[src/rtl/wpd_pkg.sv]
// ----------------------------------------------------------------------------
// wpd_pkg
// Shared types and constants of the word packet deframer.
// ----------------------------------------------------------------------------
package wpd_pkg;

  localparam int BufWords = 64;
  localparam int IdxW     = (BufWords > 1) ? $clog2(BufWords) : 1;
  localparam int CntW     = $clog2(BufWords + 1);

  localparam logic [31:0] HeadSignRst  = 32'd1;
  localparam logic [31:0] StartSignRst = 32'd2;
  localparam logic [31:0] EndSignRst   = 32'd3;

  typedef enum logic [1:0] {
    REG_HEAD_SIGN  = 2'd0,
    REG_START_SIGN = 2'd1,
    REG_END_SIGN   = 2'd2
  } reg_idx_e;

  typedef enum logic [2:0] {
    KIND_ACCEPT    = 3'd0,
    KIND_WORD      = 3'd1,
    KIND_BADSUM    = 3'd2,
    KIND_HEADERR   = 3'd3,
    KIND_STARTERR  = 3'd4,
    KIND_OVERFLOW  = 3'd5
  } kind_e;

  typedef struct packed {
    logic  latch_size;
    logic  clear;
    logic  store;
    logic  emit;
    kind_e kind;
    logic  size_sel;
    logic  deliver_start;
    logic  deliver_step;
  } cmd_t;

  typedef struct packed {
    logic head_match;
    logic start_match;
    logic end_match;
    logic sum_ok;
    logic ovf;
    logic rd_last;
  } status_t;

endpackage

[src/rtl/wpd_ctrl.sv]
// ----------------------------------------------------------------------------
// wpd_ctrl
// Framing state machine: walks head, size, start, data and checksum, then
// steps the buffer readout of a good packet.
// ----------------------------------------------------------------------------
module wpd_ctrl import wpd_pkg::*; (
  input  logic    clk_i,
  input  logic    rst_ni,
  input  logic    start_i,
  input  status_t status_i,
  output cmd_t    cmd_o,
  output logic    busy_o
);

  typedef enum logic [6:0] {
    ST_HEAD    = 7'b0000001,
    ST_SIZE    = 7'b0000010,
    ST_START   = 7'b0000100,
    ST_FIRST   = 7'b0001000,
    ST_DATA    = 7'b0010000,
    ST_CHECK   = 7'b0100000,
    ST_DELIVER = 7'b1000000
  } state_e;

  state_e state_q, state_d;
  logic   accept;

  assign busy_o = (state_q == ST_DELIVER);
  assign accept = start_i && !busy_o;

  always_comb begin
    state_d = state_q;
    cmd_o   = '0;
    cmd_o.kind = KIND_ACCEPT;
    case (state_q)
      ST_HEAD: begin
        if (accept) begin
          cmd_o.emit = 1'b1;
          if (status_i.head_match) begin
            state_d = ST_SIZE;
          end else begin
            cmd_o.kind = KIND_HEADERR;
          end
        end
      end
      ST_SIZE: begin
        if (accept) begin
          cmd_o.emit       = 1'b1;
          cmd_o.latch_size = 1'b1;
          state_d          = ST_START;
        end
      end
      ST_START: begin
        if (accept) begin
          cmd_o.emit = 1'b1;
          if (status_i.start_match) begin
            state_d = ST_FIRST;
          end else begin
            cmd_o.kind = KIND_STARTERR;
          end
        end
      end
      ST_FIRST: begin
        if (accept) begin
          cmd_o.emit = 1'b1;
          // an end sign right after the start sign is dropped
          if (!status_i.end_match) begin
            cmd_o.clear = 1'b1;
            cmd_o.store = 1'b1;
            state_d     = ST_DATA;
          end
        end
      end
      ST_DATA: begin
        if (accept) begin
          cmd_o.emit = 1'b1;
          if (status_i.end_match) begin
            state_d = ST_CHECK;
          end else begin
            cmd_o.store = 1'b1;
          end
        end
      end
      ST_CHECK: begin
        if (accept) begin
          state_d = ST_HEAD;
          if (status_i.ovf) begin
            cmd_o.emit     = 1'b1;
            cmd_o.kind     = KIND_OVERFLOW;
            cmd_o.size_sel = 1'b1;
          end else if (!status_i.sum_ok) begin
            cmd_o.emit     = 1'b1;
            cmd_o.kind     = KIND_BADSUM;
            cmd_o.size_sel = 1'b1;
          end else begin
            cmd_o.deliver_start = 1'b1;
            state_d             = ST_DELIVER;
          end
        end
      end
      ST_DELIVER: begin
        cmd_o.deliver_step = 1'b1;
        if (status_i.rd_last) begin
          state_d = ST_HEAD;
        end
      end
      default: begin
        state_d = ST_HEAD;
      end
    endcase
  end

  always_ff @(posedge clk_i or negedge rst_ni) begin
    if (!rst_ni) begin
      state_q <= ST_HEAD;
    end else begin
      state_q <= state_d;
    end
  end

endmodule

[src/rtl/wpd_datapath.sv]
// ----------------------------------------------------------------------------
// wpd_datapath
// Packet buffer, running sum, word count, overflow flag and result registers.
// ----------------------------------------------------------------------------
module wpd_datapath import wpd_pkg::*; (
  input  logic        clk_i,
  input  logic        rst_ni,
  input  logic [31:0] data_word_i,
  input  logic [31:0] head_sign_i,
  input  logic [31:0] start_sign_i,
  input  logic [31:0] end_sign_i,
  input  cmd_t        cmd_i,
  output status_t     status_o,
  output logic        result_valid_o,
  output logic [2:0]  kind_o,
  output logic [31:0] payload_word_o,
  output logic [31:0] byte_size_o,
  output logic        last_o
);

  logic [31:0]     mem [BufWords];
  logic [31:0]     size_q;
  logic [31:0]     sum_q;
  logic [CntW-1:0] count_q;
  logic            ovf_q;
  logic [IdxW-1:0] rd_idx_q;
  logic [31:0]     rd_data_q;

  logic            strobe_q;
  kind_e           kind_q;
  logic            last_q;
  logic            word_sel_q;
  logic [31:0]     out_size_q;

  logic [31:0]     sum_base;
  logic [CntW-1:0] cnt_base;
  logic            ovf_base;
  logic            room;
  logic [CntW-1:0] rd_next;

  // first data word restarts the packet before it is stored
  assign sum_base = cmd_i.clear ? '0 : sum_q;
  assign cnt_base = cmd_i.clear ? '0 : count_q;
  assign ovf_base = cmd_i.clear ? 1'b0 : ovf_q;
  assign room     = (cnt_base < CntW'(BufWords));
  assign rd_next  = CntW'(rd_idx_q) + CntW'(1);

  assign status_o.head_match  = (data_word_i == head_sign_i);
  assign status_o.start_match = (data_word_i == start_sign_i);
  assign status_o.end_match   = (data_word_i == end_sign_i);
  assign status_o.sum_ok      = (data_word_i == sum_q) && (count_q != '0);
  assign status_o.ovf         = ovf_q;
  assign status_o.rd_last     = (rd_next == count_q);

  always_ff @(posedge clk_i) begin
    if (cmd_i.store && room) begin
      mem[cnt_base[IdxW-1:0]] <= data_word_i;
    end
  end

  always_ff @(posedge clk_i) begin
    if (cmd_i.deliver_step) begin
      rd_data_q <= mem[rd_idx_q];
    end
  end

  always_ff @(posedge clk_i or negedge rst_ni) begin
    if (!rst_ni) begin
      size_q   <= '0;
      sum_q    <= '0;
      count_q  <= '0;
      ovf_q    <= 1'b0;
      rd_idx_q <= '0;
    end else begin
      if (cmd_i.latch_size) begin
        size_q <= data_word_i;
      end
      if (cmd_i.store) begin
        sum_q <= sum_base + data_word_i;
        if (room) begin
          count_q <= cnt_base + CntW'(1);
          ovf_q   <= ovf_base;
        end else begin
          count_q <= cnt_base;
          ovf_q   <= 1'b1;
        end
      end
      if (cmd_i.deliver_start) begin
        rd_idx_q <= '0;
      end else if (cmd_i.deliver_step) begin
        rd_idx_q <= rd_idx_q + IdxW'(1);
      end
    end
  end

  always_ff @(posedge clk_i or negedge rst_ni) begin
    if (!rst_ni) begin
      strobe_q   <= 1'b0;
      kind_q     <= KIND_ACCEPT;
      last_q     <= 1'b0;
      word_sel_q <= 1'b0;
    end else begin
      strobe_q <= cmd_i.emit || cmd_i.deliver_step;
      if (cmd_i.deliver_step) begin
        kind_q     <= KIND_WORD;
        last_q     <= status_o.rd_last;
        word_sel_q <= 1'b1;
      end else if (cmd_i.emit) begin
        kind_q     <= cmd_i.kind;
        last_q     <= 1'b1;
        word_sel_q <= 1'b0;
      end
    end
  end

  always_ff @(posedge clk_i) begin
    if (cmd_i.deliver_step) begin
      out_size_q <= size_q;
    end else if (cmd_i.emit) begin
      out_size_q <= cmd_i.size_sel ? size_q : '0;
    end
  end

  assign result_valid_o = strobe_q;
  assign kind_o         = kind_q;
  assign last_o         = last_q;
  assign byte_size_o    = out_size_q;
  assign payload_word_o = word_sel_q ? rd_data_q : '0;

endmodule

[src/rtl/word_packet_deframer_unit.sv]
// ----------------------------------------------------------------------------
// word_packet_deframer_unit
// Deframes head/size/start/data/end/checksum packets from a 32-bit word stream.
// ----------------------------------------------------------------------------
// One word is taken per cycle while busy_o is low; each taken word other than
// a validating checksum gives its result on the result ports in the next cycle,
// marked by result_valid_o for a single cycle. The receiver cannot stall:
// every strobed beat must be taken.
// A checksum word that validates a packet of N stored words starts the
// readout of the packet buffer through its single read port, one word per
// cycle, so busy_o stays high until the last of the N words (1 to 64) is read
// and the N word beats follow back to back, the first in the cycle after busy_o
// rises and the final one with last_o set. No words are taken during that
// readout. Configuration writes are expected only while idle.
module word_packet_deframer_unit import wpd_pkg::*; (
  input  logic        clk_i,
  input  logic        rst_ni,
  input  logic        start_i,
  output logic        busy_o,
  input  logic [31:0] data_word_i,
  output logic        result_valid_o,
  output logic [2:0]  kind_o,
  output logic [31:0] payload_word_o,
  output logic [31:0] byte_size_o,
  output logic        last_o,
  input  logic        psel,
  input  logic        penable,
  input  logic        pwrite,
  input  logic [3:0]  paddr,
  input  logic [31:0] pwdata,
  output logic [31:0] prdata,
  output logic        pready
);

  logic [31:0] head_sign_q;
  logic [31:0] start_sign_q;
  logic [31:0] end_sign_q;
  logic        cfg_wr;
  reg_idx_e    reg_idx;
  cmd_t        cmd;
  status_t     status;

  assign pready  = 1'b1;
  assign cfg_wr  = psel && penable && pwrite;
  assign reg_idx = reg_idx_e'(paddr[3:2]);

  always_ff @(posedge clk_i or negedge rst_ni) begin
    if (!rst_ni) begin
      head_sign_q  <= HeadSignRst;
      start_sign_q <= StartSignRst;
      end_sign_q   <= EndSignRst;
    end else if (cfg_wr) begin
      case (reg_idx)
        REG_HEAD_SIGN:  head_sign_q  <= pwdata;
        REG_START_SIGN: start_sign_q <= pwdata;
        REG_END_SIGN:   end_sign_q   <= pwdata;
        default: ;
      endcase
    end
  end

  always_comb begin
    case (reg_idx)
      REG_HEAD_SIGN:  prdata = head_sign_q;
      REG_START_SIGN: prdata = start_sign_q;
      REG_END_SIGN:   prdata = end_sign_q;
      default:        prdata = '0;
    endcase
  end

  wpd_ctrl u_ctrl (
    .clk_i    (clk_i),
    .rst_ni   (rst_ni),
    .start_i  (start_i),
    .status_i (status),
    .cmd_o    (cmd),
    .busy_o   (busy_o)
  );

  wpd_datapath u_datapath (
    .clk_i          (clk_i),
    .rst_ni         (rst_ni),
    .data_word_i    (data_word_i),
    .head_sign_i    (head_sign_q),
    .start_sign_i   (start_sign_q),
    .end_sign_i     (end_sign_q),
    .cmd_i          (cmd),
    .status_o       (status),
    .result_valid_o (result_valid_o),
    .kind_o         (kind_o),
    .payload_word_o (payload_word_o),
    .byte_size_o    (byte_size_o),
    .last_o         (last_o)
  );

`ifndef SYNTHESIS
  // every readout cycle puts a word beat out in the next cycle
  a_deliver_beat: assert property (@(posedge clk_i) disable iff (!rst_ni)
    busy_o |=> (result_valid_o && (kind_o == KIND_WORD)))
    else $error("readout cycle without a word beat");

  // status beats always have last_o set
  a_status_last: assert property (@(posedge clk_i) disable iff (!rst_ni)
    (result_valid_o && (kind_o != KIND_WORD)) |-> last_o)
    else $error("status beat without last");

  // the readout ends with the last word on the ports
  a_deliver_end: assert property (@(posedge clk_i) disable iff (!rst_ni)
    $fell(busy_o) |-> (result_valid_o && last_o && (kind_o == KIND_WORD)))
    else $error("readout ended without last word");
`endif

endmodule
[config.mk]
export PLATFORM = sky130hd
export DESIGN_NAME = word_packet_deframer_unit
export DESIGN_NICKNAME = d
export VERILOG_FILES = /design/src/rtl/wpd_pkg.sv /design/src/rtl/wpd_ctrl.sv /design/src/rtl/wpd_datapath.sv /design/src/rtl/word_packet_deframer_unit.sv
export SDC_FILE = /design/constraint.sdc
export NUM_CORES = 2
export LEC_CHECK = 0
export BUFFER_PORTS_ARGS = -buffer_cell sky130_fd_sc_hd__buf_4
export CORE_MARGIN = 2
export CORE_UTILIZATION = 40
export DETAILED_ROUTE_END_ITERATION = 16
export PLACE_DENSITY = 0.63
export SKIP_CTS_REPAIR_TIMING = 1
export SYNTH_ARGS = -nofsm -noshare
export SYNTH_HDL_FRONTEND = slang
export SYNTH_SLANG_ARGS = --single-unit
[constraint.sdc]
create_clock -name clk_i -period 5.13 [get_ports clk_i]
set_input_delay 1.026 -clock clk_i [delete_from_list [all_inputs] [get_ports clk_i]]
set_output_delay 1.026 -clock clk_i [all_outputs]
set_load 0.02 [all_outputs]
## Word-level counts from Yosys, hierarchy flattened

Memories as Yosys holds them, arrays and structs flattened. A register that Yosys moved wholly into a read port is not among the register bits.
Cells that the tools add are included.

| word-level totals | value |
|---|---|
| bits of input ports | 74 |
| memories kept | 1 |
| register bits after elaboration | 219 |
| memory bits (writable) | 2,048 |
| word-level logic and storage cells | 117 |
| output and inout port bits | 103 |

Memories:

| name | depth | width | read ports | clocked after Yosys merged registers in | wr ports | RTL line | source |
|---|---|---|---|---|---|---|---|
| u_datapath.mem | 64 | 32 | 1 | 1 | 1 | wpd_datapath.sv:21 | `logic [31:0] mem [BufWords];` |

| operators by class | value |
|---|---|
| equal/unequal tests | 26 |
| magnitude comparators | 1 |
| muxes and demuxes | 55 |
| reductions and logical operators | 16 |
| add/sub/neg operators | 4 |

Operators with widths:

| cell | number |
|---|---|
| two-way mux 32 bit | 5 |
| equality test 32 bit | 4 |
| two-way mux 7 bit | 15 |
| one-hot mux 32 bit (3 select lines) | 1 |
| one-hot mux 7 bit (7 select lines) | 1 |
| adder 32 bit | 1 |
| two-way mux 6 bit | 3 |
| != test 2 x 1 -> 1 bit (second input constant) | 8 |
| two-way mux 1 bit | 15 |
| two-way mux 3 bit | 4 |
| AND reduction 11 bit | 1 |
| two-way mux 5 bit | 2 |
| one-hot mux 3 bit (3 select lines) | 1 |
| two-way mux 2 bit | 4 |
| two-way mux 4 bit | 2 |
| != test 2 bit (second input constant) | 4 |
| AND reduction 2 bit | 4 |
| adder 6 x 1 -> 7 bit (second input constant) | 1 |
| adder 7 x 1 -> 7 bit (second input constant) | 1 |
| equality test 7 x 1 -> 1 bit (second input constant) | 1 |
| equality test 7 x 2 -> 1 bit (second input constant) | 1 |
| equality test 7 x 3 -> 1 bit (second input constant) | 1 |
| equality test 7 x 4 -> 1 bit (second input constant) | 1 |
| equality test 7 x 5 -> 1 bit (second input constant) | 1 |
| 15 further kinds | 20 |

## Logic depth before layout (Yosys ltp)

| logic depth | value |
|---|---|
| word-level depth | 10 |
| gate-level depth with buffers | 21 |
| gate-level depth less buffers | 18 |

## Modules after synthesis

From an unflattened synthesis, not the netlist that was laid out.

| unflattened totals | value |
|---|---|
| cells, all modules | 4,287 |
| area, all modules | 92,149.6 sq um |

By module, submodules not included:

| module | cells each | area each (sq um) | seq. area each (sq um) | times used |
|---|---|---|---|---|
| wpd_datapath | 3,889 | 87,087.3 | 65,522.8 | 1 |
| word_packet_deframer_unit | 316 | 4,377.9 | 2,407.3 | 1 |
| wpd_ctrl | 82 | 684.4 | 176.4 | 1 |

## Least setup slack after synthesis

Ideal clock, no wire load.

| timing path | value |
|---|---|
| path kind | input-to-reg |
| start point | input data_word_i[22] |
| end point | register u_datapath.sum_q[28] |
| stages | 20 |
| buffers on the path | 3 |
| setup time | 0.120 ns |
| setup slack | 0.303 ns |
| required time | 5.010 ns |
| arrival | 4.708 ns |
| path through | clkbuf_1 > xor2_1 > nor4_1 > nand4_1 > nor2_1 > inv_1 > nand3_1 > clkbuf_1 > clkbuf_1 > and2_1 > ha_1 > a21o_1 > a21o_1 > a21o_1 > a22oi_1 > a2111oi_0 > o21ai_1 > a21oi_1 > or3_1 > a31o_1 |

| on the way | value |
|---|---|
| longest elaborated chain between the ends | 6 |
| elaborated cells on any way between the ends | 9 |
| those cells by class | add/sub (1); eq/ne (1); mux (7) |

Ends and longest elaborated chain:

| element | RTL line | source |
|---|---|---|
| from (decl) | word_packet_deframer_unit.sv:20 | `input logic [31:0] data_word_i,` |
| equality test 32 bit | wpd_datapath.sv:50 | `assign status_o.end_match = (data_word_i == end_sign_i);` |
| two-way mux 2 bit | wpd_ctrl.sv:67 | `if (!status_i.end_match) begin` |
| two-way mux 3 bit | wpd_ctrl.sv:64 | `if (accept) begin` |
| two-way mux 1 bit | wpd_ctrl.sv:35 | `case (state_q)` |
| two-way mux 32 bit | wpd_datapath.sv:42 | `assign sum_base = cmd_i.clear ? '0 : sum_q;` |
| adder 32 bit | wpd_datapath.sv:79 | `sum_q <= sum_base + data_word_i;` |
| to (signal assigned) | wpd_datapath.sv:79 |  |
| to (decl) | wpd_datapath.sv:23 | `logic [31:0] sum_q;` |

Several ways; a longest one is shown, not always the timed one.
A chain may end at the register's enable or synchronous reset.

## Worst setup path after layout

| timing path | value |
|---|---|
| start point | register end_sign_q[20] |
| end point | register u_datapath.sum_q[28] |

| on the way | value |
|---|---|
| longest elaborated chain between the ends | 6 |
| elaborated cells on any way between the ends | 9 |
| those cells by class | add/sub (1); eq/ne (1); mux (7) |

Ends and longest elaborated chain:

| element | RTL line | source |
|---|---|---|
| from (decl) | word_packet_deframer_unit.sv:37 | `logic [31:0] end_sign_q;` |
| from (signal assigned) | word_packet_deframer_unit.sv:51 | `end_sign_q <= EndSignRst;` |
| from (signal assigned) | word_packet_deframer_unit.sv:56 | `REG_END_SIGN: end_sign_q <= pwdata;` |
| equality test 32 bit (*) | wpd_datapath.sv:50 |  |
| two-way mux 2 bit | wpd_ctrl.sv:67 |  |
| two-way mux 3 bit | wpd_ctrl.sv:64 |  |
| two-way mux 1 bit | wpd_ctrl.sv:35 |  |
| two-way mux 32 bit | wpd_datapath.sv:42 |  |
| adder 32 bit | wpd_datapath.sv:79 |  |

Every way passes the cells marked *; elsewhere a longest branch is shown, timed or not.

==> summary.md <==
| Metric | Value |
|---|---|
| Status | finished clean |
| GR Layer Usage met2 | approximately a third |
| Register area share after synthesis | 74.5% |
| Worst Setup EP | u_datapath.sum_q[28] |
| Max VDD drop | 0.000331 V |
| Path type of the worst setup path | reg -> reg |
| Arrival time worst endpoint | around 5.8 ns |
| Synth-to-Final Area Change | 16.7% |
| Setup TNS | 0 ns |
| Post-DP HPWL | 157000 µm |
| Global-route met1 utilization | between 30% and 40% |
| Routed len/inst | 31.4 µm |
| Reg2Reg Depth | 21 |
| Fmax achieved | around 0.20 GHz |
| Mapped Nets | between 4000 and 5000 |
| Die Area | 233000 µm² |
| #FFs+latches synth | 2299 |
| Clock Root Buffer | clkbuf_16 |
| Least-Margin Pin Slew | 0.988 ns |
| Crit Path Max Fanout | 13 |
| Drt via density | about 5.8 |
| Worst EP required | 5.85 ns |
| Crit path buf inv count | 5 |
| Final hold vios | 0 |
| Synth top area cells | edfxtp_1 (69%), mux4_2 (17%), dfrtp_1 (5.0%) |
| Async set-reset flop share out of synthesis | 8.13% |
| Filler cells | about 19000 |
| # clock sinks | 2299 |
| Most used DFF post-synth | edfxtp_1 |
| Vias in the first global route | 46300 |
| Routed WL | 250000 µm |
| FF+latch area | between 60000 and 70000 µm² |
| Tmin final | 5.03 ns |
| Initial DRC Count | 6070 |
| Crit. Startpoint | end_sign_q[20] |
| Ys Warns | 0 |
| Post-synth EDFFs | 2112 |
| Worst hold path type | in -> async |
| Max-cap violation count | 0 |
| Fin. max-slew vios | 0 |
| CP endpoint kind | flop |
| Share of cells above drive strength 1 | between 30% and 40% |
| Initial antenna violation count | 17 |
| Slowest cell on crit path | dfrtp_1 |
| Startpoint class of the critical path | flop |
| CTS H-tree depth | 4 |
| DRC viols | 0 |
| Cell Rows | 175 |
| First-pass GRT wire length | 352000 µm |
| Fin area | 107000 µm² |
| Final setup vio count | 0 |
| Vias | 45900 |
| Router iterations before antenna repair | 6 |
| Slew headroom | 33.9% |
| Die height | approximately 480 µm |
| CP Cell Sequence | xor2_1 > nor4_1 > buf_4 > nand4_1 > nor2_2 > buf_4 > inv_1 > nand3_1 > buf_12 > and2_1 > ha_1 > a21o_1 > a21o_1 > a21o_1 > a22oi_1 > a2111oi_4 > buf_4 > o21ai_1 > a21oi_1 > or3_1 > a31o_1 |
| Final period util | 98.0% |
| Io pins | about 180 |
| Gpl congestion | 0.851 |
| Synth area leader | edfxtp_1 |
| Area of the multi-input gates | 22800 µm² |
| Mapped Avg Cell Area | 21.6 µm² |
| Synth unique cells | 63 |
| Worst R2R Setup Slack | 0.10 ns |
| Core area | around 230000 µm² |
| Pre-CTS setup slack | -1.16 ns |
| Synthesized area | 91500 µm² |
| Die X-Extent | 482 µm |
| CP max stage delay | 0.80 ns |
| Clock Path Buffers | 3 |
| PwrDens | 418 nW/µm² |
| Worst R2R End | u_datapath.sum_q[28] |
| Detail Route Antenna Nets | 0 |
| Clock tree from TritonCTS | built |
| Layout net count | 4855 |
| Worst-path clk slew | around 0.060 ns |
| Crit path depth | 21 |
| GR Overflow Total | 0 |
| Grt peak-use layer | met2 |
| Largest net degree at the start of global routing | 101 |
| Placed Area | 99800 µm² |
| Synth Instances | 4243 |
| Final WS setup | 0.101 ns |
| Clock skew | 0.0329 ns |
| Cts bufs inserted | between 200 and 250 |
| Port bufs | 173 |
| GRT Overall Usage | about 21% |
| Post-synth top area share | between 60% and 70% |
| Delay-heaviest family, CP | compound AO/OA/AOI/OAI gates |
| Clk Latency, worst-skew pair | 0.85 ns |
| M3 GR Usage | 5.35% |
| Starting Density | just over 40% |
| Hold WS | 0.294 ns |
| Leakage | 34.5 nW |
| Reg2Reg Launch Point | end_sign_q[20] |
==> worst register-to-register path, stage by stage, from the launching register on <==
cell and delay [ns]:
dfrtp_1 0.80, xor2_1 0.16, nor4_1 0.27, buf_4 0.15, nand4_1 0.30, nor2_2 0.31
buf_4 0.16, inv_1 0.04, nand3_1 0.14, buf_12 0.16, and2_1 0.14, ha_1 0.24
a21o_1 0.19, a21o_1 0.17, a21o_1 0.18, a22oi_1 0.34, a2111oi_4 0.13, buf_4 0.16
o21ai_1 0.22, a21oi_1 0.13, or3_1 0.32, a31o_1 0.21
==> registers in the layout, indices dropped and copies added (netlist names) <==
signal and count:
end_sign_q 32, head_sign_q 32, start_sign_q 32, u_ctrl.state_q 7, u_datapath.byte_size_o 32, u_datapath.count_q 7, u_datapath.kind_o 3, u_datapath.last_o 1
u_datapath.mem 2048, u_datapath.ovf_q 1, u_datapath.rd_data_q 32, u_datapath.rd_idx_q 6, u_datapath.result_valid_o 1, u_datapath.size_q 32, u_datapath.sum_q 32, u_datapath.word_sel_q 1
==> metal layers <==
layer,wire (µm),up-vias
li1,-,18600
met2,115000,2168
met3,24800,301
met4,7020,4
met5,23,-
met1,103000,24900
==> how the worst min path moves through the flow <==
stage / end / start / depth (start not counted) / slack [ns]
floorplan: u_datapath.size_q[0] / u_datapath.size_q[0] / 1 / 0.47
global placement: u_datapath.word_sel_q / u_datapath.word_sel_q / 1 / 0.47
detailed placement: u_datapath.size_q[9] / u_datapath.size_q[9] / 1 / 0.49
CTS: u_datapath.size_q[7] / rst_ni / 1 / 0.31
global route: start_sign_q[10] / rst_ni / 1 / 0.33
finish: u_datapath.size_q[7] / rst_ni / 1 / 0.29
==> final cells by class <==
class | count | share of cell area (%)
repair buffers | 527 | 4.73
flip-flops and latches | 2299 | 63.8
well taps | 3009 | 3.53
clock inverters | 126 | 1.01
multi-input cells | 1684 | 21.4
inverters | 13 | 0.0457
diodes | 5 | 0.0117
clock buffers | 286 | 5.49
==> cells by family after synthesis <==
family / synth area share, %
AO/OA/AOI/OAI: 1.25
XOR/XNOR: 1.65
adder cells (fa/ha/maj): 0.473
buffers and inverters: 1.18
flip-flops: 74.5
multiplexers: 18.5
other: 0.00410
AND/OR/NAND/NOR: 2.48
==> layout by cell type (no fill, tap or decap), drive strengths merged, types with 6 or more instances in the layout <==
cell type / count
a21o: 18
a21oi: 39
a31oi: 8
and2: 67
and3: 7
buf: 526
bufinv: 14
clkbuf: 287
clkinv: 92
clkinvlp: 9
dfrtp: 182
edfxtp: 2112
ha: 33
inv: 24
mux2: 130
mux2i: 34
mux4: 672
nand2: 104
nand3: 19
nand4: 33
nor2: 121
nor2b: 42
nor3: 14
nor4: 22
o21ai: 84
o21bai: 6
xnor2: 80
xor2: 92
==> metrics by stage <==
step | std cells | utilization (%) | power, mW
CTS | 7943 | 47.0 | 44.9
global placement | 7531 | 43.9 | 29.2
finish | 7949 | 47.0 | 44.6
detailed placement | 7531 | 43.9 | 29.2
global route | 7945 | 47.0 | 46.1
floorplan | 4243 | - | 26.3
==> cell usage after synthesis (5+ instances only) <==
master	instances
edfxtp_1	2112
mux4_2	672
dfrtp_1	182
clkbuf_1	147
mux2_2	130
nor2_1	120
nand2_1	104
xor2_1	92
xnor2_1	80
and2_1	67
buf_2	63
o21ai_0	63
nor2b_1	42
a21oi_1	39
mux2i_1	34
ha_1	33
buf_1	32
nand4_1	31
nor4_1	22
o21ai_1	20
nand3_1	19
a21o_1	18
nor3_1	13
inv_1	12
a31oi_1	8
and3_1	7
o21bai_1	6
a211oi_1	5
dfstp_2	5
nand2b_1	5
nor3b_1	5
o21a_1	5
==> power by group <==
| part | internal [mW] | switching [mW] | leakage [nW] |
|---|---|---|---|
| registers | 21.1 | 0.796 | 21.3 |
| logic | 3.47 | 3.55 | 9.88 |
| clock network | 8.77 | 6.99 | 3.35 |
| total | 33.3 | 11.3 | 34.5 |
No activity file was read; power rests on OpenSTA's default activity.
